<file path="config.mk">
export PLATFORM = sky130hd
export DESIGN_NAME = reverse_nibble_name_to_ipv6
export DESIGN_NICKNAME = d
export VERILOG_FILES = /design/src/rnn_pkg.sv /design/src/rnn_char_check.sv /design/src/reverse_nibble_name_to_ipv6.sv
export SDC_FILE = /design/constraint.sdc
export NUM_CORES = 1
export LEC_CHECK = 0
export BUFFER_PORTS_ARGS = -buffer_cell sky130_fd_sc_hd__buf_2
export CAP_MARGIN = 20
export CORE_AREA = 8 8 130 192
export DETAILED_ROUTE_END_ITERATION = 12
export DIE_AREA = 0 0 138 200
export GPL_ROUTABILITY_DRIVEN = 0
export PLACE_DENSITY_LB_ADDON = 0.1
export SETUP_SLACK_MARGIN = 0.2
export SKIP_CTS_REPAIR_TIMING = 1
export SLEW_MARGIN = 20
export SYNTH_ARGS = -nofsm -noshare
export SYNTH_HDL_FRONTEND = slang
export SYNTH_SLANG_ARGS = --single-unit
</file>
<file path="constraint.sdc">
create_clock -name i_clk -period 9.2 [get_ports i_clk]
set_clock_uncertainty 0.1 [all_clocks]
set_input_delay 0.92 -clock i_clk [delete_from_list [all_inputs] [get_ports i_clk]]
set_output_delay 0.92 -clock i_clk [all_outputs]
set_load 0.05 [all_outputs]
</file>
<file path="src/rnn_pkg.sv">
// ----------------------------------------------------------------------------
// rnn_pkg
// Shared types, constants and character helpers for the reverse nibble name
// to IPv6 address decoder.
// ----------------------------------------------------------------------------
`timescale 1ns / 1ps
`default_nettype none

package rnn_pkg;

    localparam int CharW    = 8;
    localparam int PosW     = 7;
    localparam int AddrW    = 128;
    localparam int HalfW    = AddrW / 2;
    localparam int NibIdxW  = $clog2(AddrW / 4);

    // Name layout: 32 digits each followed by a dot, then "ip6.arpa."
    localparam int DigitChars = 64;
    localparam int TailLen    = 9;
    localparam int TailIdxW   = $clog2(TailLen);
    localparam int PosMax     = (1 << PosW) - 1;
    // Last byte must sit on the final 'a' or on the optional trailing dot
    localparam int EndShort   = DigitChars + TailLen - 2;
    localparam int EndLong    = DigitChars + TailLen - 1;

    localparam logic [CharW-1:0] ChDot   = 8'h2E;
    localparam logic [CharW-1:0] ChZero  = 8'h30;
    localparam logic [CharW-1:0] ChNine  = 8'h39;
    localparam logic [CharW-1:0] ChLoA   = 8'h61;
    localparam logic [CharW-1:0] ChLoF   = 8'h66;
    localparam logic [CharW-1:0] ChUpA   = 8'h41;
    localparam logic [CharW-1:0] ChUpF   = 8'h46;
    localparam logic [CharW-1:0] ChUpZ   = 8'h5A;
    localparam logic [CharW-1:0] CaseOfs = 8'h20;

    // Per-character verdict from the checker to the accumulator
    typedef struct packed {
        logic               err;
        logic               nib_we;
        logic [NibIdxW-1:0] nib_idx;
        logic [3:0]         nib_val;
    } t_step;

    typedef struct packed {
        logic       ok;
        logic [3:0] val;
    } t_hex;

    function automatic t_hex hex_decode(input logic [CharW-1:0] c);
        t_hex h;
        h.ok  = 1'b1;
        h.val = 4'd0;
        if (c >= ChZero && c <= ChNine) begin
            h.val = 4'(c - ChZero);
        end else if (c >= ChLoA && c <= ChLoF) begin
            h.val = 4'(c - ChLoA) + 4'd10;
        end else if (c >= ChUpA && c <= ChUpF) begin
            h.val = 4'(c - ChUpA) + 4'd10;
        end else begin
            h.ok = 1'b0;
        end
        return h;
    endfunction

    function automatic logic [CharW-1:0] fold_case(input logic [CharW-1:0] c);
        if (c >= ChUpA && c <= ChUpZ) begin
            return c + CaseOfs;
        end
        return c;
    endfunction

    // Expected text of "ip6.arpa." by offset
    function automatic logic [CharW-1:0] tail_char(input logic [TailIdxW-1:0] idx);
        logic [CharW-1:0] c;
        case (idx)
            4'd0:    c = 8'h69; // i
            4'd1:    c = 8'h70; // p
            4'd2:    c = 8'h36; // 6
            4'd3:    c = ChDot;
            4'd4:    c = 8'h61; // a
            4'd5:    c = 8'h72; // r
            4'd6:    c = 8'h70; // p
            4'd7:    c = 8'h61; // a
            4'd8:    c = ChDot;
            default: c = 8'h00;
        endcase
        return c;
    endfunction

endpackage

`default_nettype wire

</file>
<file path="src/rnn_char_check.sv">
// ----------------------------------------------------------------------------
// rnn_char_check
// Checks one character against what its position in the name requires and
// extracts the nibble from digit positions.
// ----------------------------------------------------------------------------
`timescale 1ns / 1ps
`default_nettype none

module rnn_char_check (
    input  wire logic [rnn_pkg::CharW-1:0] i_char,
    input  wire logic [rnn_pkg::PosW-1:0]  i_pos,
    output rnn_pkg::t_step                 o_step
);
    import rnn_pkg::*;

    t_hex                h;
    logic [TailIdxW-1:0] tail_idx;
    logic [PosW-1:0]     tail_ofs;

    assign h        = hex_decode(i_char);
    assign tail_ofs = i_pos - PosW'(DigitChars);
    assign tail_idx = tail_ofs[TailIdxW-1:0];

    // Position-dependent match
    always_comb begin
        o_step         = '0;
        o_step.nib_idx = i_pos[NibIdxW:1];
        o_step.nib_val = h.val;
        if (i_pos < PosW'(DigitChars)) begin
            if (!i_pos[0]) begin
                o_step.err    = !h.ok;
                o_step.nib_we = h.ok;
            end else begin
                o_step.err = (i_char != ChDot);
            end
        end else if (i_pos < PosW'(DigitChars + TailLen)) begin
            o_step.err = (fold_case(i_char) != tail_char(tail_idx));
        end else begin
            o_step.err = 1'b1;
        end
    end

endmodule

`default_nettype wire

</file>
<file path="src/reverse_nibble_name_to_ipv6.sv">
// A request's last character reaches the result via the input register, then the result register.
// Throughput: 1 character per cycle; input register and result register
// are each a single stage, and a held result only blocks a last character.
// Reset (synchronous, active low) clears the position, error flag, address
// accumulator and both valid bits.
// ----------------------------------------------------------------------------
// reverse_nibble_name_to_ipv6
// Decodes an ip6.arpa reverse nibble name, one character per request, into
// a validity flag and a 128-bit address.
// ----------------------------------------------------------------------------
`timescale 1ns / 1ps
`default_nettype none

module reverse_nibble_name_to_ipv6 (
    input  wire logic                      i_clk,
    input  wire logic                      i_rst_n,
    input  wire logic                      i_in_valid,
    output      logic                      o_in_stall,
    input  wire logic [rnn_pkg::CharW-1:0] i_char_in,
    input  wire logic                      i_last,
    output      logic                      o_out_valid,
    input  wire logic                      i_out_stall,
    output      logic                      o_valid_res,
    output      logic [rnn_pkg::HalfW-1:0] o_addr_high,
    output      logic [rnn_pkg::HalfW-1:0] o_addr_low
);
    import rnn_pkg::*;

    // Input register
    logic             r_in_valid;
    logic [CharW-1:0] r_char;
    logic             r_last;

    // Name state
    logic [PosW-1:0]  r_pos, n_pos;
    logic             r_err, n_err;
    logic [AddrW-1:0] r_addr, n_addr;

    // Result register
    logic             r_out_valid;
    logic             r_valid_res;
    logic [AddrW-1:0] r_res_addr;

    t_step            step;
    logic             advance;
    logic             ok;

    rnn_char_check u_check (
        .i_char (r_char),
        .i_pos  (r_pos),
        .o_step (step)
    );

    // A last character needs a free result slot
    assign advance    = r_in_valid && (!r_last || !r_out_valid || !i_out_stall);
    assign o_in_stall = r_in_valid && !advance;

    always_ff @(posedge i_clk) begin
        if (!i_rst_n) begin
            r_in_valid <= 1'b0;
        end else if (!o_in_stall) begin
            r_in_valid <= i_in_valid;
        end
    end

    always_ff @(posedge i_clk) begin
        if (!o_in_stall && i_in_valid) begin
            r_char <= i_char_in;
            r_last <= i_last;
        end
    end

    // Next name state
    always_comb begin
        n_err  = r_err | step.err;
        n_addr = r_addr;
        if (step.nib_we) begin
            n_addr[{step.nib_idx, 2'b00} +: 4] = step.nib_val;
        end
        n_pos = (r_pos == PosW'(PosMax)) ? r_pos : r_pos + PosW'(1);
    end

    assign ok = !n_err && (r_pos == PosW'(EndShort) || r_pos == PosW'(EndLong));

    always_ff @(posedge i_clk) begin
        if (!i_rst_n) begin
            r_pos  <= '0;
            r_err  <= 1'b0;
            r_addr <= '0;
        end else if (advance) begin
            if (r_last) begin
                r_pos  <= '0;
                r_err  <= 1'b0;
                r_addr <= '0;
            end else begin
                r_pos  <= n_pos;
                r_err  <= n_err;
                r_addr <= n_addr;
            end
        end
    end

    // Result register
    always_ff @(posedge i_clk) begin
        if (!i_rst_n) begin
            r_out_valid <= 1'b0;
        end else if (advance && r_last) begin
            r_out_valid <= 1'b1;
        end else if (!i_out_stall) begin
            r_out_valid <= 1'b0;
        end
    end

    always_ff @(posedge i_clk) begin
        if (advance && r_last) begin
            r_valid_res <= ok;
            r_res_addr  <= ok ? n_addr : '0;
        end
    end

    assign o_out_valid = r_out_valid;
    assign o_valid_res = r_valid_res;
    assign o_addr_high = r_res_addr[AddrW-1:HalfW];
    assign o_addr_low  = r_res_addr[HalfW-1:0];

endmodule

`default_nettype wire

</file>
# == After elaboration in Yosys (flattened, before gate mapping) ==
# Memories as Yosys holds them, arrays and structs flattened.
# Index checks and enable logic that the tools add are counted.
# classes
add_sub_neg,9
order_cmp,9
eq_ne,7
n_shift,2
muxes,28
bitwise_logic,1
reduce_logical,20
# op_table
cell,count
128-bit 2-to-1 mux,2
128-bit bitwise mux,1
"4-bit by 9-bit variable shift with 128-bit output, first input constant",1
4-bit by 9-bit variable part select with 128-bit output,1
8-bit 2-to-1 mux,6
"8-bit by 7-bit less-or-equal comparator with 1-bit output, second input constant",3
"7-bit == test, second input constant",3
"8-bit by 7-bit greater-or-equal comparator with 1-bit output, second input constant",2
"4-bit by 1-bit subtractor with 4-bit output, second input constant",4
"7-bit less-than comparator, second input constant",2
1-bit 2-to-1 mux,14
7-bit 2-to-1 mux,2
4-bit 2-to-1 mux,3
1-bit logical AND,9
7-bit negation with 9-bit output,1
"4-bit adder, second input constant",2
"8-bit by 6-bit adder with 8-bit output, second input constant",1
"8-bit by 6-bit greater-or-equal comparator with 1-bit output, second input constant",1
"8-bit by 6-bit less-or-equal comparator with 1-bit output, second input constant",1
"8-bit by 6-bit != test with 1-bit output, second input constant",1
8-bit != test,1
"7-bit by 1-bit adder with 7-bit output, second input constant",1
1-bit zero test,7
1-bit logical OR,3
4 further kinds,4
# totals
reg_bits,276
romBits,112
in_bits,13
out_inout_bits,131
elab_cells,86
n_memories,1
# memory_table
name,words,width,rd,rd_ports_with_merged_regs,write_ports,line_no,text
(no name shown),16,7,1,0,0,rnn_pkg.sv:75,case (idx)

# == Logic depth before layout (Yosys ltp) ==
# logic_depth
ltp_word,14
depth_mapped,12
mapped_depth_nobuf,10

# == Modules after synthesis ==
# Synthesis repeated with hierarchy kept, for this count alone.
# hier_totals
cells_unflattened,1154
area_unflattened_um2,12583.3
# modules_own_cells
module,n_inst,cells_per_inst,area_per_inst_um2
reverse_nibble_name_to_ipv6,1,1069,11981.5
rnn_char_check,1,85,601.8

# == Least setup slack after synthesis ==
# No wires, ideal clock.
# synth_path
path_kind,input -> register
start,input port i_out_stall
end,register r_addr[20]
arrival_time_ps,8381
required_ps,8979
slack_ps,598
path_stages,5
cell_sequence,a21oi_1 nand2b_1 clkbuf_1 a21oi_1 a2bb2o_1
# synth_between
elab_chain_cells,3
# synth_lines
element,line_no,text
from (decl),reverse_nibble_name_to_ipv6.sv:22,"input wire logic i_out_stall,"
1-bit zero test,-,
1-bit logical OR,reverse_nibble_name_to_ipv6.sv:55,assign advance = r_in_valid && (!r_last || !r_out_valid || !i_out_stall);
1-bit logical AND,reverse_nibble_name_to_ipv6.sv:55,
to (signal assigned),reverse_nibble_name_to_ipv6.sv:98,r_addr <= n_addr;
to (decl),reverse_nibble_name_to_ipv6.sv:37,"logic [AddrW-1:0] r_addr, n_addr;"
# No other way between the ends.
# A chain may end at the register's enable or synchronous reset.

# == Worst setup path in the final report ==
# layout_path
start,register r_pos[1]
end,register r_res_addr[71] (data pin)
# layout_between
elab_chain_cells,10
word_cells_on_any_way,21
# layout_lines
element,line_no,text
from (decl),reverse_nibble_name_to_ipv6.sv:35,"logic [PosW-1:0] r_pos, n_pos;"
from (signal assigned),reverse_nibble_name_to_ipv6.sv:96,r_pos <= n_pos;
4-bit by 1-bit subtractor with 4-bit output,rnn_char_check.sv:21,assign tail_ofs = i_pos - PosW'(DigitChars);
memory read 16 x 7 bit,-,
8-bit 2-to-1 mux,rnn_char_check.sv:36,end else if (i_pos < PosW'(DigitChars + TailLen)) begin
8-bit 2-to-1 mux,rnn_char_check.sv:29,if (i_pos < PosW'(DigitChars)) begin
8-bit != test,rnn_char_check.sv:37,o_step.err = (fold_case(i_char) != tail_char(tail_idx));
1-bit 2-to-1 mux,rnn_char_check.sv:36,
1-bit 2-to-1 mux,rnn_char_check.sv:29,
1-bit bitwise OR,reverse_nibble_name_to_ipv6.sv:75,n_err = r_err | step.err;
1-bit zero test,reverse_nibble_name_to_ipv6.sv:83,assign ok = !n_err && (r_pos == PosW'(EndShort) || r_pos == PosW'(EndLong));
1-bit logical AND,reverse_nibble_name_to_ipv6.sv:83,
to (signal assigned),reverse_nibble_name_to_ipv6.sv:117,r_res_addr <= ok ? n_addr : '0;
to (decl),reverse_nibble_name_to_ipv6.sv:42,logic [AddrW-1:0] r_res_addr;
# Several ways; a longest one is shown, not always the timed one. The select of a mux whose other input is x is not followed.

==> flow_summary_export.csv <==
group,metric,value,unit
floorplan,floorplan.initialDensity,57.7,%
clock_network,clock_root_cell,"clkbuf_16",
drt,viasPerCell,6.70,
pwr,irDropWorstVdd,0.170,mV
global_routing,grt_pass1_vias,10600,
final_layout,final_cell_count_no_fill,1626,
timing,maxSlewHeadroom,23.1,%
worst_setup_path,critPathKind,"register to register",
synth,yosys_warnings,0,
synth,synth.most_common_cell,"dfxtp_1",
timing,hold_viol,0,
clock_network,cts_buffers,26,
synth,mean_instance_size_in_the_synthesized_netlist,10.4,um2
synth,synth_commonest_cells,"dfxtp_1, a21oi_1, edfxtp_1",
place,placement.cell_area,13700,um2
global_routing,maximum_number_of_pins_on_one_net_before_global_route_repair,79,
timing,grt_setup_unrepaired,"no",
drt,dr.first_iter.drc_count,1158,
timing,fin_crit_sh,44.8,%
timing,fmax,242,MHz
place,place_worst_setup_slack,5.13,ns
place,dp.final_hpwl,25.4,mm
timing,maxSlewViolCount,0,
synth,synthesis.nets,1252,
worst_setup_path,critPathMaxStageDelay,1.02,ns
worst_setup_path,crit_path_end_kind,"register",
synth,postSynth.asyncResetShare,0,%
worst_setup_path,critical-path-top-cell-by-count,"nand3_1",
global_routing,groute.usage.overall,26.3,%
worst_setup_path,cp.required,9.48,ns
final_layout,area_delta_synth_final,14.8,%
floorplan,die_width,138,um
synth,area_share_of_the_largest_cell_type_after_synthesis,32.5,%
synth,synth_cells,1225,
timing,setup-violations-final,0,
synth,synth.yosys.seq_area_share,55.2,%
worst_setup_path,timing.rr.start,"r_pos[1]",
drt,post_drt_wl_per_cell,23.2,um
synth,synth.largest_area_cell,"edfxtp_1",
drt,wl,37.7,mm
worst_setup_path,crit_fanout,13,
synth,yosys_most_used_dff,"dfxtp_1",
worst_setup_path,timing.reg2reg.worst_path_depth,7,
worst_setup_path,cell_chain_critical_path,"inv_1 -> ha_1 -> xnor2_1 -> nand3_1 -> a2111oi_0 -> nand3_1 -> a21oi_1",
global_routing,wire_length_of_the_first_global_routing_pass,58.7,mm
worst_setup_path,critical_path.startpoint_type,"register",
global_routing,gr-total-overflow,0,
drt,first_pass_iters,6,
floorplan,dieArea,27600,um2
min_path,holdCritStartpoint,"r_addr[115]",
run,cap_violations,0,
synth,netlist_area,12800,um2
worst_setup_path,ff2ff_setup_slack,5.07,ns
timing,worst_slew_pin_slew,1.12,ns
clock_network,clkLatencyLatePin,0.54,ns
final_layout,diodes,0,
floorplan,core_region_area,22100,um2
final_layout,fillers,1822,
worst_setup_path,critPathSlowestCell,"a2111oi_0",
timing,postLayoutSetupSlackWorst,5.07,ns
floorplan,rows,67,
status,status,"completed",
synth,post_synth_main_area_contributors,"edfxtp_1, dfxtp_1, a21oi_1, nand3_1, a32o_1",
place,placement.io_buffers,143,
clock_network,cts_tree,"yes",
min_path,timing.hold.worst_path_depth,1,
clock_network,cts-htree-levels,1,
min_path,worst_hold_path_type,"register to register",
final_layout,drive_above_1_share,18.1,%
worst_setup_path,critical_path_arrival,4.41,ns
floorplan,boundaryPins,144,
pwr,p_leak,0.00510,uW
worst_setup_path,crit-reg2reg-capture,"r_res_addr[71]",
floorplan,die_y,200,um
global_routing,grt_antenna_before_repair,0,
clock_network,clock_pin_slew_reported_for_the_worst_setup_and_hold_paths_after_clock_tree_synthesis,0.07,ns
drt,detail_route.drc_violations,0,
timing,layout_min_cycle_time,4.13,ns
drt,final_antenna_net_count,0,
final_layout,nNetsFinal,1357,
synth,synth-edff-count,138,
pwr,power_per_cell_area,179,nW/um2
worst_setup_path,setup.worst_path.start,"r_pos[1]",
timing,timing.hold.ws,0.364,ns
clock_network,clock_path_buffers,3,
drt,routed-via-count,10900,
synth,postSynthRegisterBits,283,
synth,synth.lib_cells_used.distinct,69,
clock_network,cts_num_sinks,283,
min_path,whs_endpoint,"r_addr[115]",
final_layout,finish.instance_area,14700,um2
place,number_of_cells_in_the_design_after_placement,1578,
timing,fin_tns_setup,0,ns
[cell usage in the layout, fill, tap and decap left out, drive strengths merged, types with 3 or more instances in the layout]
master | synthesis | layout
clkinv | 0 | 7
nor2 | 69 | 69
xnor2 | 7 | 7
a22oi | 5 | 5
o2111a | 3 | 3
nor3 | 16 | 16
a31oi | 15 | 15
inv | 14 | 15
o2111ai | 12 | 12
o2bb2ai | 34 | 34
o31ai | 3 | 3
o211ai | 15 | 15
edfxtp | 138 | 138
xor2 | 8 | 8
a21o | 3 | 3
buf | 29 | 164
dfxtp | 145 | 145
mux2i | 13 | 13
a2111oi | 9 | 9
and2 | 7 | 7
and4 | 3 | 3
or2 | 3 | 3
nand2b | 16 | 16
clkbuf | 58 | 37
nand4 | 14 | 14
a32o | 49 | 49
o21ai | 23 | 23
ha | 14 | 14
a21oi | 143 | 143
nor2b | 6 | 6
a211oi | 25 | 25
nand3 | 109 | 109
a2bb2o | 5 | 5
a22o | 40 | 40
nand2 | 124 | 124
a32oi | 5 | 5
and3 | 12 | 12
[metrics by stage]
step / utilization, % / power, uW
6_report: 66.2 / 2620
3_5_place_dp: 61.8 / 1480
3_3_place_gp: 61.8 / 1480
4_1_cts: 66.1 / 2620
2_1_floorplan: - / 1450
5_1_grt: 66.2 / 2680
[registers in the layout, summed over array words and instances, names as in the netlist, named ones only]
register,cells
r_last,1
o_valid_res,1
r_char,8
r_pos,7
o_out_valid,1
r_addr,128
r_err,1
r_res_addr,128
r_in_valid,1
[layer usage]
layer / share of wire (%) / global-route usage [%]
met5: 0 / 0
met4: 5.0 / 14.0
met3: 7.6 / 4.66
met2: 50 / 46.4
met1: 37 / 30.0
[critical path, delay by kind of cell (launching register included)]
family,cells,cell delay [ns]
AO/OA/AOI/OAI,2,1.21
flip-flops,1,0.59
AND/OR/NAND/NOR,2,0.74
buffers and inverters,1,0.21
XOR/XNOR,1,0.80
adder cells (fa/ha/maj),1,0.32
[how the worst max path moves through the flow]
stage,endpoint,cells after the start,slack [ns]
5_1_grt,r_res_addr[12],8,4.70
4_1_cts,r_addr[18],7,5.10
2_1_floorplan,r_addr[20],5,0.60
3_3_place_gp,r_addr[18],7,5.38
3_5_place_dp,r_addr[18],7,5.13
6_report,r_res_addr[71],7,5.07
[where the power goes]
group	switching, uW	internal [uW]	leakage, uW	total [uW]
Sequential	9.64	1320	0.00266	1330
Clock	480	682	0.000461	1160
Combinational	98.6	26.1	0.00197	125
Total	588	2030	0.00510	2620
[cell families after synthesis]
kind of cell | synth area share [%]
buffers and inverters | 3.20
AOI/OAI and AO/OA | 23.3
muxes | 1.11
adders and majority gates | 1.37
DFF | 55.2
and+or+nand+nor | 14.7
xor gates and xnor gates | 1.15
[final cells by class]
type	instances	area, um2	share of cell area (%)
Clock inverter	11	109	0.743
Timing Repair Buffer	164	873	5.96
Tap cell	276	345	2.36
Clock buffer	37	827	5.65
Sequential cell	283	7050	48.1
Multi-Input combinational cell	841	5400	36.8
Inverter	14	52.6	0.359
(Power assumes the default switching activity.)
